===== src/hw/rtl/pqpw_pkg.sv =====
`default_nettype none

package pqpw_pkg;

	// panel geometry
	localparam int PANEL_WIDTH  = 640;
	localparam int PANEL_HEIGHT = 400;
	localparam int PIXELS       = PANEL_WIDTH * PANEL_HEIGHT;
	localparam int STORE_BYTES  = (PIXELS + 1) / 2;
	localparam int ADDR_W       = (STORE_BYTES > 1) ? $clog2(STORE_BYTES) : 1;
	localparam int PIX_W        = $clog2(PIXELS);

	// field widths
	localparam int COORD_W  = 12;
	localparam int CHAN_W   = 8;
	localparam int RADDR_W  = 17;
	localparam int IDX_W    = 3;
	localparam int NIB_W    = 4;
	localparam int BYTE_W   = 2 * NIB_W;
	localparam int SQ_W     = 2 * CHAN_W;
	localparam int DIST_W   = SQ_W + 2;

	localparam int PAL_SIZE = 7;
	localparam int NUM_CH   = 3;

	localparam logic [NIB_W-1:0] WHITE_NIB = 4'h1;

	// decoupling queue
	localparam int QUEUE_DEPTH = 4;
	localparam int PTR_W       = (QUEUE_DEPTH > 1) ? $clog2(QUEUE_DEPTH) : 1;
	localparam int CNT_W       = $clog2(QUEUE_DEPTH + 1);

	// palette, R G B per entry: black white green blue red yellow orange
	localparam logic [CHAN_W-1:0] PALETTE [PAL_SIZE][NUM_CH] = '{
		'{8'd57,  8'd48,  8'd57},
		'{8'd255, 8'd255, 8'd255},
		'{8'd58,  8'd91,  8'd70},
		'{8'd61,  8'd59,  8'd94},
		'{8'd156, 8'd72,  8'd75},
		'{8'd208, 8'd190, 8'd71},
		'{8'd177, 8'd106, 8'd73}
	};

	// square lookup for an 8-bit magnitude
	typedef logic [SQ_W-1:0] sq_tab_t [256];

	function automatic sq_tab_t build_sq_tab();
		sq_tab_t t;
		for (int i = 0; i < 256; i++) begin
			t[i] = SQ_W'(i * i);
		end
		return t;
	endfunction

	localparam sq_tab_t SQ_TAB = build_sq_tab();

	// classified request handed from front to back
	typedef struct packed {
		logic              is_read;
		logic              drawn;    // draw on panel, store it
		logic [IDX_W-1:0]  pal_idx;  // zero unless drawn
		logic              odd;      // odd pixel -> low nibble
		logic              addr_ok;  // read address inside store
		logic [ADDR_W-1:0] addr;
	} pqpw_job_t;

	typedef struct packed {
		logic      valid;
		pqpw_job_t job;
	} pqpw_slot_t;

endpackage

`default_nettype wire


===== src/hw/rtl/pqpw_queue.sv =====
`default_nettype none

module pqpw_queue (
	input  wire logic           clk,
	input  wire logic           arst_n,
	input  pqpw_pkg::pqpw_slot_t push_slot,
	output logic                full,
	input  wire logic           pop,
	output pqpw_pkg::pqpw_slot_t head
);
	import pqpw_pkg::*;

	pqpw_job_t entries_q [QUEUE_DEPTH];
	logic [PTR_W-1:0] wr_ptr_q, rd_ptr_q;
	logic [CNT_W-1:0] count_q;
	logic push;

	assign full       = (count_q == CNT_W'(QUEUE_DEPTH));
	assign push       = push_slot.valid && !full;
	assign head.valid = (count_q != '0);
	assign head.job   = entries_q[rd_ptr_q];

	always_ff @(posedge clk) begin
		if (push) begin
			entries_q[wr_ptr_q] <= push_slot.job;
		end
	end

	always_ff @(posedge clk or negedge arst_n) begin
		if (!arst_n) begin
			wr_ptr_q <= '0;
			rd_ptr_q <= '0;
			count_q  <= '0;
		end else begin
			if (push) begin
				wr_ptr_q <= (wr_ptr_q == PTR_W'(QUEUE_DEPTH - 1)) ? '0 : wr_ptr_q + PTR_W'(1);
			end
			if (pop) begin
				rd_ptr_q <= (rd_ptr_q == PTR_W'(QUEUE_DEPTH - 1)) ? '0 : rd_ptr_q + PTR_W'(1);
			end
			if (push && !pop) begin
				count_q <= count_q + CNT_W'(1);
			end else if (pop && !push) begin
				count_q <= count_q - CNT_W'(1);
			end
		end
	end

	a_no_underflow: assert property (@(posedge clk) disable iff (!arst_n)
		pop |-> count_q != '0)
		else $error("queue popped while empty");

	a_count_up: assert property (@(posedge clk) disable iff (!arst_n)
		(push && !pop) |=> count_q == $past(count_q) + CNT_W'(1))
		else $error("queue count missed a push");

	a_count_down: assert property (@(posedge clk) disable iff (!arst_n)
		(pop && !push) |=> count_q == $past(count_q) - CNT_W'(1))
		else $error("queue count missed a pop");

endmodule

`default_nettype wire


===== config.mk =====
export PLATFORM = sky130hd
export DESIGN_NAME = pqpw_queue
export DESIGN_NICKNAME = d
export VERILOG_FILES = /design/src/hw/rtl/pqpw_pkg.sv /design/src/hw/rtl/pqpw_queue.sv
export SDC_FILE = /design/constraint.sdc
export NUM_CORES = 1
export LEC_CHECK = 0
export BUFFER_PORTS_ARGS = -buffer_cell sky130_fd_sc_hd__buf_2
export CAP_MARGIN = 25
export CELL_PAD_IN_SITES_DETAIL_PLACEMENT = 0
export CELL_PAD_IN_SITES_GLOBAL_PLACEMENT = 1
export CORE_MARGIN = 10
export CORE_UTILIZATION = 40
export CTS_CLUSTER_SIZE = 8
export DETAILED_ROUTE_END_ITERATION = 10
export PLACE_DENSITY_LB_ADDON = 0.1
export SLEW_MARGIN = 20
export SYNTH_ARGS = -nofsm -noshare
export SYNTH_HDL_FRONTEND = slang
export SYNTH_SLANG_ARGS = --single-unit

===== constraint.sdc =====
create_clock -name clk -period 1.9 [get_ports clk]
set_clock_uncertainty 0.1 [all_clocks]
set_input_delay 0.38 -clock clk [delete_from_list [all_inputs] [get_ports clk]]
set_output_delay 0.38 -clock clk [all_outputs]
set_load 0.05 [all_outputs]

== Word level (Yosys, flattened, before mapping) ==
Memory sizes are Yosys's and may differ from the RTL's.
Cells that the tools add are included.
Storage, ports and cells
  input bits: 28
  output and inout port bits: 26
  memories: 1
  word-level logic and storage cells: 25
  memory bits (writable): 96
  register bits: 7
Operators by class
  $add $sub $neg: 4
  reduce and logical (&&, ||, !) cells: 8
  eq/ne operators: 3
  muxes and demuxes: 6
Memories
  entries_q: words 4, bits a word 24, rd ports 1, clocked after memory_dff 0, write ports 1, RTL line pqpw_queue.sv:13  | pqpw_job_t entries_q [QUEUE_DEPTH];
Operators with widths (count)
  $mux W3: 2
  $add A2 B1 Y2 const B: 2
  $eq A2 B2 Y1 const B: 2
  $mux W2: 2
  $add A3 B1 Y3 const B: 1
  $eq A3 B3 Y1 const B: 1
  $logic_and A1 B1 Y1: 3
  $logic_not A1 Y1: 3
  $reduce_bool A3 Y1: 1
  $sub A3 B1 Y3 const B: 1
  $mux W1: 2
  $reduce_bool A2 Y1: 1

== Longest topological paths before layout ==
  word-level depth: 7
  mapped depth: 9
  gate-level depth less buffers: 8

== Least setup slack after synthesis ==
OpenSTA, ideal clock, no wires.
  path type: reg2reg
  start point: reg count_q[0]
  end point: reg count_q[1]
  slack: -0.653 ns
  library setup time: 0.125 ns
  data arrival time: 2.329 ns
  stages on the path, launching flop included: 8
  path buffers: 1
  period minus slack after synthesis: 2.553 ns
  required time: 1.675 ns
  cells stage by stage: dfrtp_1 nor3b_2 nor2b_1 buf_6 ha_1 inv_1 fa_1 mux2_2
Between the ends
  word-level cells in the longest chain between the ends: 6
  elaborated cells on any way between the ends: 11
  those cells by class: 2 x add/sub; 1 x eq/ne; 2 x mux; 6 x reduce/logical
Ends and longest elaborated chain
  start, declared: RTL line pqpw_queue.sv:15  | logic [CNT_W-1:0] count_q;
  start signal, assigned: RTL line pqpw_queue.sv:42  | count_q <= count_q + CNT_W'(1);
  start signal, assigned: RTL line pqpw_queue.sv:44  | count_q <= count_q - CNT_W'(1);
  $eq A3 B3 Y1 (*): RTL line pqpw_queue.sv:18  | assign full = (count_q == CNT_W'(QUEUE_DEPTH));
  via full: RTL line pqpw_queue.sv:7  | output logic full,
  $logic_not A1 Y1 (*): RTL line pqpw_queue.sv:19  | assign push = push_slot.valid && !full;
  $logic_and A1 B1 Y1 (*): RTL line pqpw_queue.sv:19
  via push: RTL line pqpw_queue.sv:16  | logic push;
  $logic_not A1 Y1: RTL line pqpw_queue.sv:43  | end else if (pop && !push) begin
  $logic_and A1 B1 Y1: RTL line pqpw_queue.sv:43
  $reduce_bool A2 Y1 (no source line)
Mark *: on every way through the listed nets, which the timed path passes. The rest lies on a longest branch. The select of a mux whose other input is x is not followed.
A chain may end at the register's enable or synchronous reset.

==> flow_summary.yaml <==
run:
  max_cap_viol_count: 0
sta:
  slew_viols_final: 0
  setup_ws_ns: -0.280
  timing_hold_violations_final: 0
  fmaxAchievable_mhz: 459
  worst_max_slew_margin_expressed_relative_to_the_limit_pct: 82.2
  timing.final.crit_share_pct: 115
  finalSetupViolCount: 25
  grt_setup_unrepaired: "true"
  final_period_minus_worst_setup_slack_ns: 2.18
  actual_slew_at_the_worst_max_slew_pin_ns: 0.269
placed_design:
  post-place-cells: 358
  port-buffer-count: 53
  routability_congestion_estimate_from_global_placement: 0.643
  detailed_place_hpwl_um: 4910
yosys:
  synthesis.yosys.warnings: 0
  synth-edff-count: 96
  syn_inst_count: 163
  syn_area_mm2: 0.00396
  post_synth_most_frequent_cells: "edfxtp_1 (96), mux4_2 (18), dfrtp_1 (7), ha_1 (6), mux4_1 (6)"
  netlist-cell-type-count: 21
  synth_largest_area_cell: "edfxtp_1"
  post-synth-top-count-cell: "edfxtp_1"
  synth.ff_latch_count: 103
  synthesized_netlist_net_count: 198
  synth_sequential_area_ratio_pct: 77.3
  ys_async_sr_fraction_pct: 6.80
  syn-mean-instance-area_um2: 24.3
  post_synth_main_area_contributors: "edfxtp_1 (73%), mux4_2 (10%), dfrtp_1 (4.4%)"
  dominantRegCellSynth: "edfxtp_1"
  synth_top_cell_area_share_pct: 72.8
power:
  vdd.ir_drop.worst_uv: 731
  power_per_cell_area_mw_per_mm2: 1730
  total_leakage_power_nw: 1.80
  power.total_w: 0.00869
global_routing:
  grt_antenna_before_repair: 1
  gr-usage-all-layers_pct: 10.4
  grt_overflow: 0
  pin_count_of_the_biggest_net_entering_global_routing: 19
  grt_pass1_wl_um: 11300
  first_global_vias: 2108
drt:
  via_count: 1832
  detailedRoute.firstPassIterationCount: 4
  final_antenna_net_count: 0
  route.detailed.vias_per_inst: 4.81
  drt_first_iter_violations: 87
  route.detailed.drc: 0
  route.final.wire_length_um: 6960
  routedWlPerCell_um: 18.3
floorplan:
  placementRows: 36
  core_area_mm2: 0.00968
  boundaryPins: 54
  fp.dieH_um: 119
  initial_core_util_pct: 40.9
  dieWidth_um: 119
  die_area_mm2: 0.0143
setup_path:
  critical_path.startpoint_type: "flop"
  endpoint_kind_of_the_worst_setup_timing_path: "output port"
  arrival_time_reported_for_the_critical_path_endpoint_ns: 1.70
  reg2reg_depth: 6
  path_class: "reg2out"
  crit_path_max_fanout: 5
  cp_data_required_time_ns: 1.42
worst_hold_path:
  hold_path_depth: 1
  worstHoldPathType: "in2reg"
clock_tree:
  clkSinkCount: 103
  htreeDepth: 3
  cts_buffers: 9
  tritoncts: "done"
  worst_skew_pair.late_latency_ns: 0.35
  path_clk_slew_ns: 0.10
  clock-root-buffer: "clkbuf_8"
  clockBufferDepth: 2
final_layout:
  share_of_cells_above_drive_strength_1_pct: 52.0
  diodes: 0
  utilization_after_layout_pct: 51.9
  syn_to_final_growth_pct: 27.0
  final_cell_count_no_fill: 381
  nNetsFinal: 278
outcome:
  run_status: "complete, but fails checks"
  violations: "setup timing"
[kinds of logic after synthesis]
kind of cell,Yosys count,synth area share (%)
flops,103,77.3
mux,28,15.6
compound gates,1,0.190
fa+ha+maj,7,2.40
simple gates,10,1.58
buf+inv,11,2.34
xor+xnor,3,0.664
[cell usage in the layout (no fill, tap or decap)]
cell	n
buf_12	10
dlygate4sd3_1	1
a21o_1	1
nor2b_2	1
mux4_2	22
mux2_4	2
fa_2	1
inv_1	3
mux4_1	2
inv_2	1
xnor2_1	1
nor2_1	2
dfrtp_2	2
clkbuf_8	9
mux2_2	2
buf_2	28
edfxtp_1	96
ha_1	5
and2_2	4
inv_6	2
buf_8	1
bufinv_16	2
buf_6	26
or3_4	1
nor3b_4	1
buf_4	10
clkinv_4	1
xor2_1	2
clkinv_2	1
dfrtp_1	5
nor3_1	1
inv_8	1
ha_4	1
[what timing repair did]
action                                  CTS  global route
hold buffers                              1             0
endpoints found under the setup margin   27            27
pin swaps                                 3             4
resized for setup                        53             8
hold endpoints to repair                  7             0
buffers inserted                          6             0
[metal layers]
layer	part of all wire, %	global-route usage (%)	routed length (µm)	vias up
met5	0.10	0	7	-
met4	1.6	4.30	108	2
met3	4.8	3.54	332	10
met2	52	17.8	3640	35
met1	41	11.6	2880	955
li1	-	-	-	830
[worst max-delay path, stage by stage, from the launching register on]
cell and delay [ns]:
dfrtp_2 0.44, buf_6 0.16, mux4_1 0.57, buf_6 0.17
[path summary, 6_finish.rpt]
check | start | endpoint | slack (ns)
min | push_slot[8] | entries_q[1][8] | 0.13
min reg2reg | wr_ptr_q[1] | wr_ptr_q[1] | 0.49
max in group asynchronous | arst_n | rd_ptr_q[0] | 1.25
max reg2reg | count_q[0] | count_q[1] | 0.06
min in group asynchronous | arst_n | count_q[0] | 0.28
max | rd_ptr_q[0] | head[4] | -0.28
[flip-flops by register name (all words and copies together) (netlist names)]
register   count
rd_ptr_q       2
entries_q     96
count_q        3
wr_ptr_q       2
[where the power goes]
part / leakage, nW / total, W / internal (W) / switching, W
Clock: 0.116 / 0.00150 / 0.000760 / 0.000742
Combinational: 0.720 / 0.00400 / 0.00175 / 0.00226
Sequential: 0.960 / 0.00318 / 0.00301 / 0.000170
Total: 1.80 / 0.00869 / 0.00552 / 0.00317
[metrics by stage]
step,setup TNS [ns],setup WS [ns],area (µm²),hold slack [ns]
after floorplan,-5.73,-0.384,3980,-0.0156
after global placement,0,0.0251,4580,0.122
after detailed placement,-0.115,-0.0759,4580,0.125
after CTS,-6.64,-0.338,5020,0.117
after global routing,-7.43,-0.346,5030,0.103
final,-5.82,-0.280,5030,0.131
[layout make-up]
class                           instances  area, µm²
Sequential cell                       103       3060
Clock inverter                          7        103
Fill cell                             763       4660
Tap cell                              133        166
Timing Repair Buffer                   76        733
Multi-Input combinational cell         49        826
Clock buffer                            9        124
Inverter                                4       15.0
Note: power is estimated with default switching activity, not from simulation.
