## config.mk

```make
export PLATFORM = sky130hd
export DESIGN_NAME = pqpw_front
export DESIGN_NICKNAME = d
export VERILOG_FILES = /design/src/hw/rtl/pqpw_pkg.sv /design/src/hw/rtl/pqpw_front.sv
export SDC_FILE = /design/constraint.sdc
export NUM_CORES = 2
export LEC_CHECK = 0
export BUFFER_PORTS_ARGS = -buffer_cell sky130_fd_sc_hd__buf_2
export CAP_MARGIN = 0
export CORE_MARGIN = 8
export CORE_UTILIZATION = 25
export DETAILED_ROUTE_END_ITERATION = 10
export MAX_ROUTING_LAYER = met4
export SYNTH_ARGS = -nofsm -noshare
export SYNTH_HDL_FRONTEND = slang
export SYNTH_SLANG_ARGS = --single-unit
export TNS_END_PERCENT = 5
```

## constraint.sdc

```tcl
create_clock -name clk -period 17.3 [get_ports clk]
set_input_delay 2.595 -clock clk [delete_from_list [all_inputs] [get_ports clk]]
set_output_delay 2.595 -clock clk [all_outputs]
set_load 0.05 [all_outputs]
```

## src/hw/rtl/pqpw_pkg.sv

```systemverilog
`default_nettype none

package pqpw_pkg;

	// panel geometry
	localparam int PANEL_WIDTH  = 640;
	localparam int PANEL_HEIGHT = 400;
	localparam int PIXELS       = PANEL_WIDTH * PANEL_HEIGHT;
	localparam int STORE_BYTES  = (PIXELS + 1) / 2;
	localparam int ADDR_W       = (STORE_BYTES > 1) ? $clog2(STORE_BYTES) : 1;
	localparam int PIX_W        = $clog2(PIXELS);

	// field widths
	localparam int COORD_W  = 12;
	localparam int CHAN_W   = 8;
	localparam int RADDR_W  = 17;
	localparam int IDX_W    = 3;
	localparam int NIB_W    = 4;
	localparam int BYTE_W   = 2 * NIB_W;
	localparam int SQ_W     = 2 * CHAN_W;
	localparam int DIST_W   = SQ_W + 2;

	localparam int PAL_SIZE = 7;
	localparam int NUM_CH   = 3;

	localparam logic [NIB_W-1:0] WHITE_NIB = 4'h1;

	// decoupling queue
	localparam int QUEUE_DEPTH = 4;
	localparam int PTR_W       = (QUEUE_DEPTH > 1) ? $clog2(QUEUE_DEPTH) : 1;
	localparam int CNT_W       = $clog2(QUEUE_DEPTH + 1);

	// palette, R G B per entry: black white green blue red yellow orange
	localparam logic [CHAN_W-1:0] PALETTE [PAL_SIZE][NUM_CH] = '{
		'{8'd57,  8'd48,  8'd57},
		'{8'd255, 8'd255, 8'd255},
		'{8'd58,  8'd91,  8'd70},
		'{8'd61,  8'd59,  8'd94},
		'{8'd156, 8'd72,  8'd75},
		'{8'd208, 8'd190, 8'd71},
		'{8'd177, 8'd106, 8'd73}
	};

	// square lookup for an 8-bit magnitude
	typedef logic [SQ_W-1:0] sq_tab_t [256];

	function automatic sq_tab_t build_sq_tab();
		sq_tab_t t;
		for (int i = 0; i < 256; i++) begin
			t[i] = SQ_W'(i * i);
		end
		return t;
	endfunction

	localparam sq_tab_t SQ_TAB = build_sq_tab();

	// classified request handed from front to back
	typedef struct packed {
		logic              is_read;
		logic              drawn;    // draw on panel, store it
		logic [IDX_W-1:0]  pal_idx;  // zero unless drawn
		logic              odd;      // odd pixel -> low nibble
		logic              addr_ok;  // read address inside store
		logic [ADDR_W-1:0] addr;
	} pqpw_job_t;

	typedef struct packed {
		logic      valid;
		pqpw_job_t job;
	} pqpw_slot_t;

endpackage

`default_nettype wire

```

## src/hw/rtl/pqpw_front.sv

```systemverilog
`default_nettype none

module pqpw_front (
	input  wire logic                              clk,
	input  wire logic                              arst_n,
	input  wire logic                              in_valid,
	output logic                                   in_ready,
	input  wire logic                              req_type,
	input  wire logic signed [pqpw_pkg::COORD_W-1:0] x_coord,
	input  wire logic signed [pqpw_pkg::COORD_W-1:0] y_coord,
	input  wire logic [pqpw_pkg::CHAN_W-1:0]       red,
	input  wire logic [pqpw_pkg::CHAN_W-1:0]       green,
	input  wire logic [pqpw_pkg::CHAN_W-1:0]       blue,
	input  wire logic [pqpw_pkg::RADDR_W-1:0]      read_address,
	input  wire logic                              clearing,
	input  wire logic                              q_full,
	output pqpw_pkg::pqpw_slot_t                   out_slot
);
	import pqpw_pkg::*;

	logic adv;
	logic accept;
	logic x_ok;
	logic y_ok;
	logic [PIX_W-1:0] pix_c;
	logic [CHAN_W-1:0] col_c [NUM_CH];
	logic [CHAN_W-1:0] ad_c [PAL_SIZE][NUM_CH];
	pqpw_job_t job_c;

	logic valid_s1, valid_s2, valid_s3, valid_s4;
	pqpw_job_t job_s1, job_s2, job_s3, job_s4;
	logic [SQ_W-1:0] sq_s1 [PAL_SIZE][NUM_CH];
	logic [DIST_W-1:0] dist_s2 [PAL_SIZE];
	logic [DIST_W-1:0] cdist_s3 [4];
	logic [IDX_W-1:0] cidx_s3 [4];

	logic [DIST_W-1:0] cd_c [4];
	logic [IDX_W-1:0] ci_c [4];
	logic [DIST_W-1:0] da_c, db_c;
	logic [IDX_W-1:0] ia_c, ib_c, best_c;
	pqpw_job_t job_fin_c;

	// whole pipeline stalls only when the last stage cannot drain
	assign adv      = !(valid_s4 && q_full);
	assign in_ready = adv && !clearing;
	assign accept   = in_valid && in_ready;

	assign x_ok  = !x_coord[COORD_W-1] &&
		({1'b0, x_coord[COORD_W-2:0]} < COORD_W'(PANEL_WIDTH));
	assign y_ok  = !y_coord[COORD_W-1] &&
		({1'b0, y_coord[COORD_W-2:0]} < COORD_W'(PANEL_HEIGHT));
	assign pix_c = PIX_W'(y_coord[COORD_W-2:0]) * PIX_W'(PANEL_WIDTH)
		+ PIX_W'(x_coord[COORD_W-2:0]);

	assign col_c[0] = red;
	assign col_c[1] = green;
	assign col_c[2] = blue;

	always_comb begin
		for (int k = 0; k < PAL_SIZE; k++) begin
			for (int c = 0; c < NUM_CH; c++) begin
				ad_c[k][c] = (col_c[c] >= PALETTE[k][c]) ? col_c[c] - PALETTE[k][c]
					: PALETTE[k][c] - col_c[c];
			end
		end
	end

	always_comb begin
		job_c         = '0;
		job_c.is_read = req_type;
		job_c.pal_idx = '0;
		if (req_type) begin
			job_c.addr    = ADDR_W'(read_address);
			job_c.addr_ok = ({15'd0, read_address} < 32'(STORE_BYTES));
		end else begin
			job_c.drawn = x_ok && y_ok;
			job_c.odd   = pix_c[0];
			job_c.addr  = ADDR_W'(pix_c >> 1);
		end
	end

	// pairwise minimum, lower entry wins ties
	always_comb begin
		for (int j = 0; j < 3; j++) begin
			if (dist_s2[2*j+1] < dist_s2[2*j]) begin
				cd_c[j] = dist_s2[2*j+1];
				ci_c[j] = IDX_W'(2*j+1);
			end else begin
				cd_c[j] = dist_s2[2*j];
				ci_c[j] = IDX_W'(2*j);
			end
		end
		cd_c[3] = dist_s2[6];
		ci_c[3] = IDX_W'(6);
	end

	always_comb begin
		if (cdist_s3[1] < cdist_s3[0]) begin
			da_c = cdist_s3[1];
			ia_c = cidx_s3[1];
		end else begin
			da_c = cdist_s3[0];
			ia_c = cidx_s3[0];
		end
		if (cdist_s3[3] < cdist_s3[2]) begin
			db_c = cdist_s3[3];
			ib_c = cidx_s3[3];
		end else begin
			db_c = cdist_s3[2];
			ib_c = cidx_s3[2];
		end
		best_c = (db_c < da_c) ? ib_c : ia_c;
	end

	// index only kept for a stored draw
	always_comb begin
		job_fin_c         = job_s3;
		job_fin_c.pal_idx = job_s3.drawn ? best_c : '0;
	end

	always_ff @(posedge clk or negedge arst_n) begin
		if (!arst_n) begin
			valid_s1 <= 1'b0;
			valid_s2 <= 1'b0;
			valid_s3 <= 1'b0;
			valid_s4 <= 1'b0;
		end else if (adv) begin
			valid_s1 <= accept;
			valid_s2 <= valid_s1;
			valid_s3 <= valid_s2;
			valid_s4 <= valid_s3;
		end
	end

	always_ff @(posedge clk) begin
		if (adv) begin
			job_s1 <= job_c;
			for (int k = 0; k < PAL_SIZE; k++) begin
				for (int c = 0; c < NUM_CH; c++) begin
					sq_s1[k][c] <= SQ_TAB[ad_c[k][c]];
				end
			end
			job_s2 <= job_s1;
			for (int k = 0; k < PAL_SIZE; k++) begin
				dist_s2[k] <= DIST_W'(sq_s1[k][0]) + DIST_W'(sq_s1[k][1])
					+ DIST_W'(sq_s1[k][2]);
			end
			job_s3 <= job_s2;
			for (int j = 0; j < 4; j++) begin
				cdist_s3[j] <= cd_c[j];
				cidx_s3[j]  <= ci_c[j];
			end
			job_s4 <= job_fin_c;
		end
	end

	assign out_slot.valid = valid_s4;
	assign out_slot.job   = job_s4;

endmodule

`default_nettype wire

```

==> Yosys cells after proc, flatten, opt, wreduce, memory -nomap -nowiden <==
Memory sizes are Yosys's and may differ from the RTL's.
Index checks and enable logic that the tools add are counted.
{ "totals": {"reg_bits": 91, "ram_bits": 546, "mem_bits_ro": 86016, "in_bits": 71, "output_inout_bits": 26, "wordCells": 266, "memories": 25} }
{ "mem_list": {"columns": ["name", "words", "width", "rd", "rd_clocked_by_memory_dff", "wr", "line_no", "source"], "rows": [
  ["(name not given)", 256, 16, 1, 0, 0, "pqpw_front.sv:140", "sq_s1[k][c] <= SQ_TAB[ad_c[k][c]];"],
  ["(name not given)", 256, 16, 1, 0, 0, "pqpw_front.sv:140", null],
  ["(name not given)", 256, 16, 1, 0, 0, "pqpw_front.sv:140", null],
  ["(name not given)", 256, 16, 1, 0, 0, "pqpw_front.sv:140", null],
  ["(name not given)", 256, 16, 1, 0, 0, "pqpw_front.sv:140", null],
  ["(name not given)", 256, 16, 1, 0, 0, "pqpw_front.sv:140", null],
  ["19 more memories", null, null, null, null, null, null, null]
]} }
{ "classes": {"add_sub_neg": 57, "multipliers": 1, "order_cmp": 51, "n_mux": 76, "bitwise_logic": 21, "reduce_logical": 10} }
{ "ops": {"columns": ["op", "n"], "rows": [
  ["$mux 16", 42],
  ["$ge 9x9->1 const B", 21],
  ["$not 8->9", 21],
  ["$mux 8", 21],
  ["$add 17x16->18", 7],
  ["$add 16x16->17", 7],
  ["$lt 18x18->1", 6],
  ["$mux 18", 5],
  ["$ge 8x7->1 const B", 8],
  ["$sub 7x8->8 const A", 8],
  ["$sub 8x7->8 const B", 8],
  ["$ge 8x8->1 const B", 7],
  ["$sub 8x8->8 const A", 7],
  ["$sub 8x8->8 const B", 7],
  ["$ge 8x6->1 const B", 6],
  ["$sub 6x8->8 const A", 6],
  ["$sub 8x6->8 const B", 6],
  ["$add 18x11->18", 1],
  ["$lt 17x17->1 const B", 1],
  ["$mux 17", 1],
  ["$lt 11x10->1 const B", 1],
  ["$lt 11x9->1 const B", 1],
  ["$mul 11x3->11 const B", 1],
  ["$mux 3", 3],
  ["other kinds (3)", 14]
]} }

==> Longest topological paths before layout <==
{ "logic_depth": {"depth_word": 6, "ltp_mapped": 22, "ltp_nobuf": 20} }

==> Least setup slack after synthesis <==
No wires, ideal clock.
{ "synth_timing": {"path_type": "input to register", "from": "in q_full", "to": "reg valid_s2", "setup_ns": 0.135, "t_arrival_ns": 16.915, "t_required_ns": 17.165, "path_slack_ns": 0.250, "path_stages": 2, "n_path_buf": 0, "cell_sequence": "nand2_1 -> mux2_2"} }
{ "synth_via": {"elab_chain_cells": 1} }
{ "synth_lines": {"columns": ["element", "line_no", "source"], "rows": [
  ["from (decl)", "pqpw_front.sv:16", "input wire logic q_full,"],
  ["$logic_and 1x1->1", "pqpw_front.sv:44", "assign adv = !(valid_s4 && q_full);"],
  ["to (signal assigned)", "pqpw_front.sv:129", "valid_s2 <= valid_s1;"],
  ["to (decl)", "pqpw_front.sv:30", "logic valid_s1, valid_s2, valid_s3, valid_s4;"]
]} }
No other way between the ends.
A chain may end at the register's enable or synchronous reset.

==> qor.log <==
[clock_network] number of H-tree levels 3
[layout] fraction of layout cells with a size suffix above 1 0.0877
[pwr] share of power burned in the clock network 0.149
[pwr] leak pwr 27.2 nW
[clock_network] insertion delay of the later-clocked pin in the worst-skew pair 680 ps
[synth] yosys warns 0
[synth] top-count cell post-synth a21oi_1
[synth] number of synthesized flops with an enable pin 597
[sta] crit path time final 7390 ps
[layout] Net count, final 9092
[setup_path] CP startpoint blue[2]
[synth] compound-cell area share of the yosys netlist 0.347
[die] area of the die 294000 um^2
[clock_network] Num Clock Sinks 601
[clock_network] number of clock buffers inserted by TritonCTS 75
[die] number of placement rows 193
[pwr] Sw Ratio 0.458
[routing] total number of vias 72343
[routing] post-detailed-route via-to-cell ratio 5.88
[routing] ANT nets after route 0
[sta] slew at the pin with the worst max-slew slack 1180 ps
[global_route] antenna violations before repair 12
[synth] post-synth top area cell edfxtp_1
[synth] most numerous cell types in the synthesized netlist a21oi_1, nand2_1, o21ai_0
[synth] Synth Area in Adders 0.103
[pwr] Psw 4.80 mW
[synth] post-synthesis simple-gate area fraction 0.161
[synth] number of synthesized register bits 601
[setup_path] worst reg2reg setup slack 12350 ps
[die] DIE WIDTH 542 um
[setup_path] Data required, critical path 17720 ps
[place] DP HPWL 182 mm
[synth] mux share of post-synthesis cell area 0.0276
[place] GPL Wtd Cong 0.961
[setup_path] Slowest-stage cell, CP mux2_2
[setup_path] cells on worst reg2reg path 20
[synth] Syn Inst Count 9004
[die] top-level port count 97
[setup_path] max incr delay on CP 660 ps
[synth] Synth Cell Area 69200 um^2
[setup_path] CP max FO 66
[synth] fraction of synthesized cell area taken by the top area cell type 0.259
[synth] main combinational cell family by area after synthesis compound AO/OA/AOI/OAI gates
[die] effective utilization at floorplan 0.251
[routing] Post-route DRC 0
[routing] length of the first detailed-routing pass in iterations 7
[pwr] power density of the placed cells 139 nW/um^2
[setup_path] end point of the critical path sq_s1[0][10]$_DFFE_PN_
[sta] setup repair after global routing missed its margin false
[routing] Starting DRT DRC Count 11753
[synth] syn avg cell area 7.68 um^2
[pwr] Gate power share 0.558
[synth] Synthesized Nets 9573
[synth] dominant synthesized flop cell edfxtp_1
[global_route] first-pass GRT wire length 401 mm
[synth] fraction of the yosys area taken by sequential cells 0.261
[routing] routed wire length per instance 21.7 um
[clock_network] clock tree root driver cell clkbuf_16
[synth] post-synthesis cell type count 108
[sta] clock skew 46.6 ps
[setup_path] ordered list of cells on the worst path buf_2 -> buf_4 -> inv_1 -> buf_4 -> ha_1 -> nor2b_1 -> o21bai_1 -> nand2_1 -> mux2_2 -> inv_2 -> o21ai_1 -> o22ai_1 -> a221oi_1 -> nor3_1 -> o32a_1
[sta] number of failing setup endpoints in the final timing report 0
[clock_network] Worst-path clk slew 70 ps
[pwr] Max VDD drop 0.0000948 V
[global_route] total overflow reported by the global router 0
[clock_network] Post-CTS Setup Bufs 0
[clock_network] CTS Buffer Depth 3
[sta] post-layout worst setup margin 9910 ps
[run] max-cap violations 0
[place] number of I/O port buffers 96
[hold_path] Hold/Removal Path Class register to register
[setup_path] nature of the critical path startpoint input pin
[setup_path] RR Endpoint out_slot[19]$_SDFFCE_PN0N_
[sta] number of hold violations in the final report 0
[sta] final sum of negative setup slack 0 ps
[clock_network] number of buffers inserted for hold repair after clock tree synthesis 0
[routing] drt total wl 267 mm
[sta] crit share post-route 0.427
[global_route] global-route usage over all layers 0.174
[run_status] outcome finished clean
[clock_network] number of cells upsized or downsized after cts 0
[die] core footprint 276000 um^2
[sta] final number of max-transition violations 0
[hold_path] number of cells traversed by the worst hold path 0
[synth] largest cells by area after synthesis edfxtp_1, a21oi_1, ha_1
[clock_network] TritonCTS clock tree yes
[global_route] number of global-route vias before repair 63309
[sta] Max-Slew Margin vs Limit 0.208
[layout] area added between synthesis and finish 9.24%
[setup_path] startpoint of the most critical register-to-register path cdist_s3[1][1]$_DFFE_PN_
[setup_path] critical path arrival 7810 ps
[sta] Max Clock Freq 135 MHz
[die] die height 542 um
[pwr] proportion of power drawn by flip-flops and latches 0.293
[setup_path] most common cell type on the critical path buf_4
[synth] post-synthesis share of cell area spent on xor and xnor gates 0.0322
[place] pre-CTS WS 9460 ps
[pwr] Internal Power 5.69 mW
[global_route] pin count of the biggest net entering global routing 162
[layout] fill cell count 29977
[synth] Synth async-reset ratio 0.00666
[setup_path] worst setup path class input pin to register
[setup_path] capturing element type of the critical path register
==> area by class of cell <==
| cell class | count | area (um^2) | share of cell area |
|---|---|---|---|
| Tap cell | 3705 | 4640 | 0.0613 |
| Sequential cell | 601 | 18000 | 0.239 |
| Timing Repair Buffer | 337 | 2320 | 0.0307 |
| Clock inverter | 49 | 422 | 0.00558 |
| Antenna cell | 12 | 30.0 | 0.000397 |
| Multi-Input combinational cell | 7214 | 47100 | 0.623 |
| Clock buffer | 88 | 1970 | 0.0260 |
| Inverter | 294 | 1100 | 0.0146 |
==> state kept, by name (all words and copies together), names as in the netlist <==
register   cells
valid_s3       1
job_s2        21
valid_s2       1
dist_s2      126
cdist_s3      72
sq_s1        309
valid_s1       1
job_s1        21
cidx_s3        3
valid_s4       1
out_slot      24
job_fin_c     21
==> per-stage QoR <==
stage	util	hold slack, ps	cells	power (mW)	area (um^2)
2_1_floorplan	-	400	9004	7.28	69200
3_3_place_gp	0.265	400	12151	8.79	73200
3_5_place_dp	0.265	405	12151	8.82	73200
4_1_cts	0.274	413	12288	10.4	75500
5_1_grt	0.274	421	12295	11.2	75600
6_report	0.274	412	12300	10.5	75600
==> worst min-delay path by stage <==
stage / start / to / slack, ps
2_1_floorplan: dist_s2[6][0]$_DFFE_PN_ / cdist_s3[3][0]$_DFFE_PN_ / 400
3_3_place_gp: job_fin_c[12]$_DFFE_PN_ / out_slot[12]$_DFFE_PN_ / 400
3_5_place_dp: dist_s2[6][3]$_DFFE_PN_ / cdist_s3[3][3]$_DFFE_PN_ / 400
4_1_cts: job_fin_c[0]$_DFFE_PN_ / out_slot[0]$_DFFE_PN_ / 410
5_1_grt: dist_s2[6][6]$_DFFE_PN_ / cdist_s3[3][6]$_DFFE_PN_ / 420
6_report: dist_s2[6][1]$_DFFE_PN_ / cdist_s3[3][1]$_DFFE_PN_ / 410
==> power groups by stage <==
stage	sequential (mW)	combinational, mW	clock (mW)
after CTS	3.07	5.76	1.61
after floorplan	3.10	4.18	0
after global placement	3.09	5.70	0
after global routing	3.12	6.45	1.66
after detailed placement	3.10	5.72	0
final	3.07	5.85	1.57
==> layout by cell type, fill, tap and decap left out, drive strengths merged, types with 212 or more instances in the layout <==
cell and n:
edfxtp 597, xnor2 212, nand2 917, buf 337
nor2 861, o21ai 931, ha 384, inv 293
a21oi 970, nor3 245
==> logic make-up (layout without fill, tap and decap cells) <==
group / Yosys count / after routing
and+or+nand+nor: 2564 / 2564
DFF: 601 / 601
xor gates and xnor gates: 243 / 243
AOI/OAI and AO/OA: 3734 / 3734
other: 0 / 12
buffers and inverters: 1189 / 768
adders and majority gates: 504 / 504
muxes: 169 / 169
==> critical path: cells and delay by family <==
kind	cells	cell delay, ps
adder cells (fa/ha/maj)	1	330
multiplexers	1	660
AND/OR/NAND/NOR	3	430
buffers and inverters	5	1860
AO/OA/AOI/OAI	5	1840
==> routing by layer <==
metal / track usage / share of wire
met5: - / 0
met2: 0.253 / 0.43
met3: 0.0277 / 0.10
met4: 0.0617 / 0.041
met1: 0.242 / 0.42
Power figures use the tool's default switching activity.
